==> src/hdl/frp_pkg.sv <==
// frp_pkg: shared types and constants of the passive reply parser
// token and result records, parse phase and status codes, queue depth defaults
// no dependencies
`default_nettype none

package frp_pkg;

    // default queue depths
    localparam int TOK_DEPTH_DEF = 4;
    localparam int RES_DEPTH_DEF = 2;

    // characters of interest
    localparam logic [7:0] CH_NUL   = 8'h00;
    localparam logic [7:0] CH_LF    = 8'h0A;
    localparam logic [7:0] CH_SPACE = 8'h20;
    localparam logic [7:0] CH_COMMA = 8'h2C;
    localparam logic [7:0] CH_DIG0  = 8'h30;
    localparam logic [7:0] CH_TWO   = 8'h32;
    localparam logic [7:0] CH_DIG9  = 8'h39;

    // tuple layout
    localparam int                  NUM_TUPLE = 6;
    localparam int                  IDX_W     = $clog2(NUM_TUPLE);
    localparam logic [IDX_W-1:0]    LAST_NUM  = IDX_W'(NUM_TUPLE - 1);

    // line position: code digits at 0..2, separator at 3, text from 4
    localparam logic [2:0] POS_LAST_CODE = 3'd2;
    localparam logic [2:0] POS_SEP       = 3'd3;
    localparam logic [2:0] POS_SAT       = 3'd5;

    typedef enum logic [1:0] {
        ST_OK          = 2'd0,
        ST_READ_ERR    = 2'd1,
        ST_NOT_PASSIVE = 2'd2,
        ST_MALFORMED   = 2'd3
    } status_t;

    typedef enum logic [3:0] {
        PH_SKIP = 4'b0001,
        PH_NUM  = 4'b0010,
        PH_DONE = 4'b0100,
        PH_BAD  = 4'b1000
    } phase_t;

    // one classified input byte
    typedef struct packed {
        logic       fail;
        logic       lf;
        logic       nul;
        logic       digit;
        logic       comma;
        logic       space;
        logic       two;
        logic [3:0] digit_val;
    } token_t;

    // one reply result
    typedef struct packed {
        status_t     status;
        logic [31:0] addr;
        logic [15:0] port;
    } result_t;

endpackage

`default_nettype wire

==> src/hdl/frp_front.sv <==
// frp_front: byte classifier and token queue
// turns each accepted byte into a token_t and buffers it for the parse stage
// depends on frp_pkg
`default_nettype none

module frp_front #(
    parameter int TOK_DEPTH = frp_pkg::TOK_DEPTH_DEF
) (
    input  wire logic            clk,
    input  wire logic            rst_n,
    input  wire logic            push,
    output logic                 full,
    input  wire logic [7:0]      rx_byte,
    input  wire logic            rx_fail,
    output logic                 tok_valid,
    output frp_pkg::token_t      tok,
    input  wire logic            tok_take
);
    import frp_pkg::*;

    localparam int PTR_W = (TOK_DEPTH > 1) ? $clog2(TOK_DEPTH) : 1;
    localparam int CNT_W = $clog2(TOK_DEPTH + 1);

    token_t             tok_mem [TOK_DEPTH];
    logic [PTR_W-1:0]   wr_ptr_reg, wr_ptr_next;
    logic [PTR_W-1:0]   rd_ptr_reg, rd_ptr_next;
    logic [CNT_W-1:0]   count_reg, count_next;
    token_t             tok_in;
    logic               wr_en;
    logic               rd_en;

    // classify
    always_comb
    begin
        tok_in           = '0;
        tok_in.fail      = rx_fail;
        tok_in.lf        = (rx_byte == CH_LF);
        tok_in.nul       = (rx_byte == CH_NUL);
        tok_in.digit     = (rx_byte >= CH_DIG0) && (rx_byte <= CH_DIG9);
        tok_in.comma     = (rx_byte == CH_COMMA);
        tok_in.space     = (rx_byte == CH_SPACE);
        tok_in.two       = (rx_byte == CH_TWO);
        tok_in.digit_val = rx_byte[3:0];
    end

    assign full      = (count_reg == CNT_W'(TOK_DEPTH));
    assign tok_valid = (count_reg != '0);
    assign tok       = tok_mem[rd_ptr_reg];
    assign wr_en     = push && !full;
    assign rd_en     = tok_take && tok_valid;

    always_comb
    begin
        wr_ptr_next = wr_ptr_reg;
        rd_ptr_next = rd_ptr_reg;
        count_next  = count_reg;
        if (wr_en)
        begin
            wr_ptr_next = (wr_ptr_reg == PTR_W'(TOK_DEPTH - 1)) ? '0 : PTR_W'(wr_ptr_reg + 1'b1);
        end
        if (rd_en)
        begin
            rd_ptr_next = (rd_ptr_reg == PTR_W'(TOK_DEPTH - 1)) ? '0 : PTR_W'(rd_ptr_reg + 1'b1);
        end
        if (wr_en && !rd_en)
        begin
            count_next = CNT_W'(count_reg + 1'b1);
        end
        else if (rd_en && !wr_en)
        begin
            count_next = CNT_W'(count_reg - 1'b1);
        end
    end

    always_ff @(posedge clk or negedge rst_n)
    begin
        if (!rst_n)
        begin
            wr_ptr_reg <= '0;
            rd_ptr_reg <= '0;
            count_reg  <= '0;
        end
        else
        begin
            wr_ptr_reg <= wr_ptr_next;
            rd_ptr_reg <= rd_ptr_next;
            count_reg  <= count_next;
        end
    end

    always_ff @(posedge clk)
    begin
        if (wr_en)
        begin
            tok_mem[wr_ptr_reg] <= tok_in;
        end
    end

endmodule

`default_nettype wire

==> src/hdl/frp_back.sv <==
// frp_back: reply line parser
// consumes tokens, tracks the status line and the address tuple, emits results
// depends on frp_pkg
`default_nettype none

module frp_back (
    input  wire logic            clk,
    input  wire logic            rst_n,
    input  wire logic            tok_valid,
    input  wire frp_pkg::token_t tok,
    output logic                 tok_take,
    input  wire logic            res_room,
    output logic                 res_valid,
    output frp_pkg::result_t     res
);
    import frp_pkg::*;

    logic [2:0]         line_pos_reg, line_pos_next;
    logic               code_ok_reg, code_ok_next;
    logic               first_two_reg, first_two_next;
    logic               fourth_sp_reg, fourth_sp_next;
    logic               text_end_reg, text_end_next;
    phase_t             phase_reg, phase_next;
    logic [IDX_W-1:0]   idx_reg, idx_next;
    logic [7:0]         tuple_reg [NUM_TUPLE];

    logic               tup_we;
    logic [IDX_W-1:0]   tup_waddr;
    logic [7:0]         tup_wdata;
    logic [7:0]         tup_cur;
    phase_t             phase_end;
    logic               clear;

    assign tok_take = tok_valid && res_room;
    assign tup_cur  = tuple_reg[idx_reg];

    // phase after the end of the line's text
    always_comb
    begin
        phase_end = phase_reg;
        unique case (phase_reg)
            PH_SKIP: phase_end = PH_BAD;
            PH_NUM:  phase_end = (idx_reg >= LAST_NUM) ? PH_DONE : PH_BAD;
            PH_DONE: phase_end = PH_DONE;
            PH_BAD:  phase_end = PH_BAD;
            default: phase_end = PH_BAD;
        endcase
    end

    always_comb
    begin
        line_pos_next  = line_pos_reg;
        code_ok_next   = code_ok_reg;
        first_two_next = first_two_reg;
        fourth_sp_next = fourth_sp_reg;
        text_end_next  = text_end_reg;
        phase_next     = phase_reg;
        idx_next       = idx_reg;
        tup_we         = 1'b0;
        tup_waddr      = idx_reg;
        tup_wdata      = '0;
        res_valid      = 1'b0;
        res            = '0;
        clear          = 1'b0;

        if (tok_take)
        begin
            if (tok.fail)
            begin
                res_valid  = 1'b1;
                res.status = ST_READ_ERR;
                clear      = 1'b1;
            end
            else if (tok.lf)
            begin
                clear = 1'b1;
                if (code_ok_reg && fourth_sp_reg)
                begin
                    res_valid = 1'b1;
                    if (!first_two_reg)
                    begin
                        res.status = ST_NOT_PASSIVE;
                    end
                    else if ((text_end_reg ? phase_reg : phase_end) == PH_DONE)
                    begin
                        res.status = ST_OK;
                        res.addr   = {tuple_reg[0], tuple_reg[1], tuple_reg[2], tuple_reg[3]};
                        res.port   = {tuple_reg[4], tuple_reg[5]};
                    end
                    else
                    begin
                        res.status = ST_MALFORMED;
                    end
                end
            end
            else if (!text_end_reg)
            begin
                if (tok.nul)
                begin
                    phase_next    = phase_end;
                    text_end_next = 1'b1;
                end
                else
                begin
                    if (line_pos_reg <= POS_LAST_CODE)
                    begin
                        if (!tok.digit)
                        begin
                            code_ok_next = 1'b0;
                        end
                        if (line_pos_reg == '0)
                        begin
                            first_two_next = tok.two;
                        end
                    end
                    else if (line_pos_reg == POS_SEP)
                    begin
                        fourth_sp_next = tok.space;
                    end
                    else
                    begin
                        // tuple scan
                        unique case (phase_reg)
                            PH_SKIP:
                            begin
                                if (tok.digit)
                                begin
                                    phase_next = PH_NUM;
                                    idx_next   = '0;
                                    tup_we     = 1'b1;
                                    tup_waddr  = '0;
                                    tup_wdata  = {4'd0, tok.digit_val};
                                end
                            end
                            PH_NUM:
                            begin
                                if (tok.digit)
                                begin
                                    tup_we    = 1'b1;
                                    tup_waddr = idx_reg;
                                    // times ten, wrapping at 256
                                    tup_wdata = 8'({tup_cur, 3'd0} + {tup_cur, 1'b0}
                                                   + {4'd0, tok.digit_val});
                                end
                                else if (tok.comma)
                                begin
                                    if (idx_reg >= LAST_NUM)
                                    begin
                                        phase_next = PH_DONE;
                                    end
                                    else
                                    begin
                                        idx_next  = IDX_W'(idx_reg + 1'b1);
                                        tup_we    = 1'b1;
                                        tup_waddr = IDX_W'(idx_reg + 1'b1);
                                        tup_wdata = '0;
                                    end
                                end
                                else
                                begin
                                    phase_next = (idx_reg >= LAST_NUM) ? PH_DONE : PH_BAD;
                                end
                            end
                            PH_DONE: phase_next = PH_DONE;
                            PH_BAD:  phase_next = PH_BAD;
                            default: phase_next = PH_BAD;
                        endcase
                    end
                    if (line_pos_reg < POS_SAT)
                    begin
                        line_pos_next = 3'(line_pos_reg + 1'b1);
                    end
                end
            end
        end

        if (clear)
        begin
            line_pos_next  = '0;
            code_ok_next   = 1'b1;
            first_two_next = 1'b0;
            fourth_sp_next = 1'b0;
            text_end_next  = 1'b0;
            phase_next     = PH_SKIP;
            idx_next       = '0;
            tup_we         = 1'b0;
        end
    end

    always_ff @(posedge clk or negedge rst_n)
    begin
        if (!rst_n)
        begin
            line_pos_reg  <= '0;
            code_ok_reg   <= 1'b1;
            first_two_reg <= 1'b0;
            fourth_sp_reg <= 1'b0;
            text_end_reg  <= 1'b0;
            phase_reg     <= PH_SKIP;
            idx_reg       <= '0;
        end
        else
        begin
            line_pos_reg  <= line_pos_next;
            code_ok_reg   <= code_ok_next;
            first_two_reg <= first_two_next;
            fourth_sp_reg <= fourth_sp_next;
            text_end_reg  <= text_end_next;
            phase_reg     <= phase_next;
            idx_reg       <= idx_next;
        end
    end

    always_ff @(posedge clk)
    begin
        if (tup_we)
        begin
            tuple_reg[tup_waddr] <= tup_wdata;
        end
    end

endmodule

`default_nettype wire

==> src/hdl/frp_out.sv <==
// frp_out: result queue
// holds finished results until the consumer pops them
// depends on frp_pkg
`default_nettype none

module frp_out #(
    parameter int RES_DEPTH = frp_pkg::RES_DEPTH_DEF
) (
    input  wire logic            clk,
    input  wire logic            rst_n,
    input  wire logic            res_valid,
    input  wire frp_pkg::result_t res,
    output logic                 res_room,
    output logic                 empty,
    input  wire logic            pop,
    output frp_pkg::result_t     head
);
    import frp_pkg::*;

    localparam int PTR_W = (RES_DEPTH > 1) ? $clog2(RES_DEPTH) : 1;
    localparam int CNT_W = $clog2(RES_DEPTH + 1);

    result_t            res_mem [RES_DEPTH];
    logic [PTR_W-1:0]   wr_ptr_reg, wr_ptr_next;
    logic [PTR_W-1:0]   rd_ptr_reg, rd_ptr_next;
    logic [CNT_W-1:0]   count_reg, count_next;
    logic               wr_en;
    logic               rd_en;

    assign res_room = (count_reg != CNT_W'(RES_DEPTH));
    assign empty    = (count_reg == '0);
    assign head     = res_mem[rd_ptr_reg];
    assign wr_en    = res_valid && res_room;
    assign rd_en    = pop && !empty;

    always_comb
    begin
        wr_ptr_next = wr_ptr_reg;
        rd_ptr_next = rd_ptr_reg;
        count_next  = count_reg;
        if (wr_en)
        begin
            wr_ptr_next = (wr_ptr_reg == PTR_W'(RES_DEPTH - 1)) ? '0 : PTR_W'(wr_ptr_reg + 1'b1);
        end
        if (rd_en)
        begin
            rd_ptr_next = (rd_ptr_reg == PTR_W'(RES_DEPTH - 1)) ? '0 : PTR_W'(rd_ptr_reg + 1'b1);
        end
        if (wr_en && !rd_en)
        begin
            count_next = CNT_W'(count_reg + 1'b1);
        end
        else if (rd_en && !wr_en)
        begin
            count_next = CNT_W'(count_reg - 1'b1);
        end
    end

    always_ff @(posedge clk or negedge rst_n)
    begin
        if (!rst_n)
        begin
            wr_ptr_reg <= '0;
            rd_ptr_reg <= '0;
            count_reg  <= '0;
        end
        else
        begin
            wr_ptr_reg <= wr_ptr_next;
            rd_ptr_reg <= rd_ptr_next;
            count_reg  <= count_next;
        end
    end

    always_ff @(posedge clk)
    begin
        if (wr_en)
        begin
            res_mem[wr_ptr_reg] <= res;
        end
    end

endmodule

`default_nettype wire

==> src/hdl/ftp_passive_reply_parser.sv <==
// ftp_passive_reply_parser: top level of the passive reply parser
// front classifier/token queue, line parser and result queue
// depends on frp_pkg, frp_front, frp_back, frp_out
//
//  channel   handshake            payload
//  -------   ------------------   -----------------------------------
//  input     push / full          rx_byte[7:0], rx_fail
//  result    empty / pop          status[1:0], server_addr[31:0],
//                                 server_port[15:0]
//
// one byte per cycle sustained while the result queue has room
// the byte that ends a result is registered in the token queue, the
// result then in the result queue, whose head drives the result ports
// reset empties both queues and returns the parser to the start of a reply
// full rises only when the token queue fills, i.e. while the result queue
// is full and the consumer holds off pop
`default_nettype none

module ftp_passive_reply_parser #(
    parameter int TOK_DEPTH = frp_pkg::TOK_DEPTH_DEF,
    parameter int RES_DEPTH = frp_pkg::RES_DEPTH_DEF
) (
    input  wire logic           clk,
    input  wire logic           rst_n,
    // byte stream in
    input  wire logic           push,
    output logic                full,
    input  wire logic [7:0]     rx_byte,
    input  wire logic           rx_fail,
    // results out
    output logic                empty,
    input  wire logic           pop,
    output logic [1:0]          status,
    output logic [31:0]         server_addr,
    output logic [15:0]         server_port
);
    import frp_pkg::*;

    // token path between classifier and parser
    logic       tok_valid;
    token_t     tok;
    logic       tok_take;

    // result path between parser and output queue
    logic       res_valid;
    result_t    res;
    logic       res_room;
    result_t    head;

    // classify bytes and buffer them
    frp_front #(
        .TOK_DEPTH (TOK_DEPTH)
    ) u_front (
        .clk       (clk),
        .rst_n     (rst_n),
        .push      (push),
        .full      (full),
        .rx_byte   (rx_byte),
        .rx_fail   (rx_fail),
        .tok_valid (tok_valid),
        .tok       (tok),
        .tok_take  (tok_take)
    );

    // walk the reply lines, one token per cycle while results have room
    frp_back u_back (
        .clk       (clk),
        .rst_n     (rst_n),
        .tok_valid (tok_valid),
        .tok       (tok),
        .tok_take  (tok_take),
        .res_room  (res_room),
        .res_valid (res_valid),
        .res       (res)
    );

    // finished results wait here for pop
    frp_out #(
        .RES_DEPTH (RES_DEPTH)
    ) u_out (
        .clk       (clk),
        .rst_n     (rst_n),
        .res_valid (res_valid),
        .res       (res),
        .res_room  (res_room),
        .empty     (empty),
        .pop       (pop),
        .head      (head)
    );

    assign status      = head.status;
    assign server_addr = head.addr;
    assign server_port = head.port;

endmodule

`default_nettype wire

==> config.mk <==
export PLATFORM = sky130hd
export DESIGN_NAME = ftp_passive_reply_parser
export DESIGN_NICKNAME = d
export VERILOG_FILES = /design/src/hdl/frp_pkg.sv /design/src/hdl/frp_front.sv /design/src/hdl/frp_back.sv /design/src/hdl/frp_out.sv /design/src/hdl/ftp_passive_reply_parser.sv
export SDC_FILE = /design/constraint.sdc
export NUM_CORES = 1
export LEC_CHECK = 0
export BUFFER_PORTS_ARGS = -buffer_cell sky130_fd_sc_hd__buf_2
export CORE_ASPECT_RATIO = 2
export CORE_MARGIN = 1
export CORE_UTILIZATION = 30
export CTS_BUF_LIST = sky130_fd_sc_hd__clkbuf_8
export DETAILED_ROUTE_END_ITERATION = 10
export SYNTH_ARGS = -nofsm -noshare
export SYNTH_HDL_FRONTEND = slang
export SYNTH_SLANG_ARGS = --single-unit
==> constraint.sdc <==
create_clock -name clk -period 8.9 [get_ports clk]
set_input_delay 1.78 -clock clk [delete_from_list [all_inputs] [get_ports clk]]
set_output_delay 1.78 -clock clk [all_outputs]
set_load 0.02 [all_outputs]
[After elaboration in Yosys (flattened, before gate mapping)]
Memory sizes are Yosys's and may differ from the RTL's.
Cells that the tools add are included.
Word-level totals
  RAM bits: 192
  input bits: 13
  memories kept: 3
  register bits after elaboration: 25
  output and inout bits: 52
  logic and storage cells: 210
Memories
  u_out.res_mem: words 2, width 50, rd ports 1, clocked after memory_dff 0, wr ports 1, RTL line frp_out.sv:23  | result_t res_mem [RES_DEPTH];
  u_back.tuple_reg: words 6, width 8, rd ports 7, clocked after memory_dff 0, wr ports 1, RTL line frp_back.sv:25  | logic [7:0] tuple_reg [NUM_TUPLE];
  u_front.tok_mem: words 4, width 11, rd ports 1, clocked after memory_dff 0, wr ports 1, RTL line frp_front.sv:24  | token_t tok_mem [TOK_DEPTH];
Operators by class
  add/subtract/negate cells: 12
  order comparisons: 5
  mux-type cells: 119
  reduce and logical (&&, ||, !) cells: 34
  eq/ne operators: 24
Operator list (count)
  $mux W50: 3
  $mux W48: 3
  $mux W8: 8
  $mux W3: 21
  $mux W4: 15
  $mux W1: 57
  $eq A8 B6 Y1 const B: 3
  $reduce_and A7 Y1: 3
  $pmux W8 S2: 1
  $mux W2: 7
  $reduce_bool A2 Y1: 7
  $pmux W4 S3: 1
  $logic_and A1 B1 Y1: 11
  $add A3 B1 Y3 const B: 3
  $reduce_and A9 Y1: 1
  $add A8 B4 Y8: 1
  $add A8 B8 Y8: 1
  $eq A4 B3 Y1 const B: 2
  $eq A8 B4 Y1 const B: 1
  $ge A8 B6 Y1 const B: 1
  $le A8 B6 Y1 const B: 1
  $logic_not A8 Y1: 1
  $ne A2 B1 Y1 const B: 4
  $pmux W4 S2: 1
  other kinds (25): 37

[Longest topological paths before layout]
  depth after elaboration: 15
  depth in mapped cells: 14
  gate-level depth less buffers: 12

[Hierarchy]
A second synthesis with hierarchy kept.
Unflattened totals
  cell total of the unflattened synthesis: 611
  area, all modules: 10351.2 sq um
Modules (own cells, without submodules)
  frp_back: cells each 330, area each 4175.3 sq um, instances 1, seq. area each 2214.6 sq um
  frp_out: cells each 174, area each 4053.9 sq um, instances 1, seq. area each 3103.0 sq um
  frp_front: cells each 107, area each 2122.0 sq um, instances 1, seq. area each 1496.4 sq um

[Worst setup path after synthesis]
OpenSTA, ideal clock, no wires.
  path type: register to register
  start: reg u_front.rd_ptr_reg[0]
  end: mem u_out.res_mem[0][0] (netlist bit) (enable)
  buffers on the path: 0
  data required time: 8.436 ns
  library setup time: 0.464 ns
  stages on the path, launching flop included: 6
  data arrival time: 3.551 ns
  slack: 4.885 ns
  clock period less this slack: 4.015 ns
  path through: dfrtp_1 -> mux4_2 -> and3_1 -> nor2_1 -> nor2_1 -> nor2b_1
Between the ends
  cells in the longest elaborated chain, start to end: 7
Ends and longest elaborated chain
  from (decl): RTL line frp_front.sv:26  | logic [PTR_W-1:0] rd_ptr_reg, rd_ptr_next;
  from (signal assigned): RTL line frp_front.sv:86  | rd_ptr_reg <= rd_ptr_next;
  $mem_v2 Z4 W11 *
  $mux W1: RTL line frp_back.sv:74  | else if (tok.lf)
  $mux W1 *: RTL line frp_back.sv:68  | if (tok.fail)
  $mux W1 *: RTL line frp_back.sv:66  | if (tok_take)
  $logic_and A1 B1 Y1 *: RTL line frp_out.sv:33  | assign wr_en = res_valid && res_room;
  net u_out.wr_en: RTL line frp_out.sv:27  | logic wr_en;
  $mux W1 *: RTL line frp_out.sv:77  | if (wr_en)
  $mux W1 (not written as such) *: RTL line frp_out.sv:79  | res_mem[wr_ptr_reg] <= res;
  to (decl): RTL line frp_out.sv:23
The timed path passes the listed nets; every way through them passes the cells marked *.

[Worst setup path in the final report]
  start: reg u_front.rd_ptr_reg[0]
  end: mem u_back.tuple_reg[3][1] (enable)
Between the ends
  cells in the longest elaborated chain, start to end: 14
  elaborated cells between the ends (all ways): 29
  those cells by class: mux (28); memory (1)
Ends and longest elaborated chain
  $mem_v2 Z4 W11 *
  $mux W1: RTL line frp_back.sv:145  | else if (tok.comma)
  $mux W1: RTL line frp_back.sv:137  | if (tok.digit)
  $pmux W1 S2: RTL line frp_back.sv:123  | unique case (phase_reg)
  $mux W1: RTL line frp_back.sv:116  | else if (line_pos_reg == POS_SEP)
  $mux W1: RTL line frp_back.sv:105  | if (line_pos_reg <= POS_LAST_CODE)
  $mux W1: RTL line frp_back.sv:98  | if (tok.nul)
  $mux W1: RTL line frp_back.sv:96  | else if (!text_end_reg)
  $mux W1: RTL line frp_back.sv:74
  $mux W1: RTL line frp_back.sv:68
  $mux W1: RTL line frp_back.sv:66
  $mux W1: RTL line frp_back.sv:177  | if (clear)
  $mux W1: RTL line frp_back.sv:216  | if (tup_we)
  $mux W1 (not written as such): RTL line frp_back.sv:218  | tuple_reg[tup_waddr] <= tup_wdata;
  to (decl): RTL line frp_back.sv:25
Mark *: on every way between the ends. The rest lies on a longest branch, timed or not.

==> results.toml <==
[outcome]
outcome = "complete, no violations"

[sta]
period_share_pct = 47.05
tns_ps = 0
slew-limit-headroom_pct = 20.37
rsz0062_at_grt = "no"
hold_viol = 0
setup_violations = 0
fin_crit_ps = 4187
drv_slew = 0
fmax_mhz = 238.8
finClkSkew_ps = 52.63
tightest_slew_ps = 1185

[logic_synthesis]
synth_edf_count = 206
ys_warn_count = 0
yosys.area.top_type = "edfxtp_1"
ys_seq_area_share_pct = 68.66
syn_inst = 603
ys_async_sr_fraction_pct = 10.82
yosysMostFrequentCell = "edfxtp_1"
synth_cell_types = 53
avgSynthCellArea_um2 = 16.46
syn_area_mm2 = 0.009925
synth_top_cells_by_count = "edfxtp_1, mux2_2, and2_1"
synth_seq_cells = 231
netlist.area_leader.share_pct = 62.33
synth_ff_type = "edfxtp_1"
synth_area_leaders = "edfxtp_1, mux2_2, dfrtp_1"
synth_nets = 642

[clocking]
holdBufCountCts = 0
path_clk_slew_ps = 70
clock-root-buffer = "clkbuf_8"
insertion_delay_ps = 610
cts_tree = "done"
clockBufferDepth = 3
numCtsBuffers = 30
clkSinkCount = 231
post_cts_resized = 0
cts_setup_buffers = 0
h-tree-depth = 1

[route]
first_pass_iters = 4
drc = 0
drt-wirelength-per-cell_um = 17.65
initialDrtViolationCount = 238
wl_mm = 20.10
ant_nets = 0
vias = 5247
via_per_inst = 4.607

[global_route]
grt_util_met3_pct = 1.608
grt_pass1_wl_mm = 30.74
overflow = 0
busiest_layer = "met2"
use_met1_pct = 11.12
grt_max_degree = 49
grt_usage_pct = 12.17
globalRouteMet2Util_pct = 25.13
grt_pass1_vias = 5501
grt_antenna_before_repair = 1

[setup_path]
crit_arrival_ps = 4370
cpPeakStageDelay_ps = 980
worst_setup_path_start_kind = "flip-flop"
crit_path_end_kind = "flip-flop"
path_cells = "mux4_2 > nor4_4 > nand3_4 > o31ai_1 > a22oi_1 > nor3_1"
cp_num_buf_inv = 0
critPathMaxFanout = 14
worstSetupPathType = "flip-flop to flip-flop"
slowest_stage = "nor3_1"
required_ps = 9080
cpLargestDelayFamily = "simple AND/OR/NAND/NOR gates"

[final_layout]
nFillCells = 3156
drive_gt1_share_pct = 28.41
largest_reg_flops = 100
instances_no_fill = 1139
multi_input_area_mm2 = 0.002963
stdcell_area_mm2 = 0.01138
regArea_mm2 = 0.006815
syn2layout_area_growth_pct = 14.71
layout.nets = 727
fin_util_pct = 35.19

[power]
pwr-share-seq_pct = 45.4
swShare_pct = 33.75
vdd_drop_max_mv = 0.1179
internal_power_w = 0.002308
pwr-share-clk_pct = 22.6
p_total_w = 0.003484
switchingPower_w = 0.001176
power_frac_comb_pct = 31.9
p_per_area_mw_per_mm2 = 306.0
p_leak_nw = 4.011

[die]
ios = 65
start_util_pct = 30.68
fp.dieW_um = 130.6
dieArea_mm2 = 0.03386
num_rows = 93
coreArea_mm2 = 0.03235
die_h_um = 259.2

[placed_design]
placed_cell_area_mm2 = 0.01078
hpwl_mm = 14.52
dp.cells = 1083
port_buffers = 64
gp_congestion = 0.7886

[hold_path]
hp-class = "flip-flop to flip-flop"

[run]
max_cap_violations = 0
## layer usage
| metal | share of wire, % | wire [um] | vias up |
|---|---|---|---|
| met5 | 0 | 0 | - |
| met4 | 3.1 | 622 | 0 |
| met3 | 3.3 | 657 | 37 |
| met2 | 61 | 12170 | 106 |
| met1 | 33 | 6649 | 2632 |
| li1 | - | - | 2472 |
## logic make-up after synthesis
group	Yosys count	share of synthesized area, %
AO/OA/AOI/OAI	48	3.265
XOR/XNOR	15	1.324
multiplexers	87	12.62
buffers and inverters	39	1.601
flip-flops	231	68.66
AND/OR/NAND/NOR	157	9.027
adder cells (fa/ha/maj)	26	3.505
## through the flow
stage / setup WS (ps) / hold slack (ps)
after global routing: 4282 / 525.6
after floorplan: 4885 / 455.5
after detailed placement: 4672 / 490.2
after CTS: 4617 / 504.4
final: 4713 / 502.2
after global placement: 4840 / 493.6
## area by class of cell
cell class,instances,share of cell area [%]
Tap cell,427,4.693
Timing Repair Buffer,74,3.473
Clock inverter,22,1.341
Inverter,18,0.5935
Antenna cell,1,0.02198
Sequential cell,231,59.86
Clock buffer,33,3.989
Multi-Input combinational cell,333,26.02
## cells in the final DEF (no fill, tap or decap), types with 2 or more instances in the layout
master	n
ha_1	23
a21oi_1	12
mux4_2	25
inv_1	31
nor3_1	14
o31ai_1	3
xor2_1	9
nor2b_1	5
a31oi_1	4
dfstp_2	2
mux2_2	55
o21ai_1	2
buf_4	10
clkbuf_8	33
edfxtp_1	206
xnor2_1	6
o21ai_0	9
dfrtp_1	22
nand4_1	2
and2_1	53
nor2_1	30
a21o_1	5
fa_1	3
bufinv_16	2
a22o_1	2
or3_1	2
nand2_1	17
nor3b_1	2
and3_1	3
a22oi_1	4
mux2i_1	7
nand2b_1	4
nand3_1	6
nor4b_1	4
buf_2	64
nor4_1	3
clkinv_1	5
## power by group through the flow
stage	clock network, W	logic, W	registers [W]
finish	0.000788	0.00111	0.00158
CTS	0.000812	0.00114	0.00159
global route	0.000848	0.00122	0.00161
detailed placement	0	0.00114	0.00161
global placement	0	0.00113	0.00160
floorplan	0	0.000837	0.00156
## final timing paths
check,startpoint,end,slack (ps),cells past startpoint
setup reg to reg,u_front.rd_ptr_reg[0],u_back.tuple_reg[3][1],4710,6
hold / removal,u_front.count_reg[2],u_front.count_reg[2],500,1
min in group asynchronous,rst_n,u_front.count_reg[2],1190,1
hold reg to reg,u_front.count_reg[2],u_front.count_reg[2],500,1
setup / recovery,u_front.rd_ptr_reg[0],u_back.tuple_reg[3][1],4710,6
max in group asynchronous,rst_n,u_back.phase_reg[1],7250,1
## worst register-to-register path: cells and delay by family (launching register included)
family	cells	cell delay, ps
and+or+nand+nor	3	1650
DFF	1	830
muxes	1	720
AOI/OAI and AO/OA	2	560
Power figures use the tool's default switching activity.
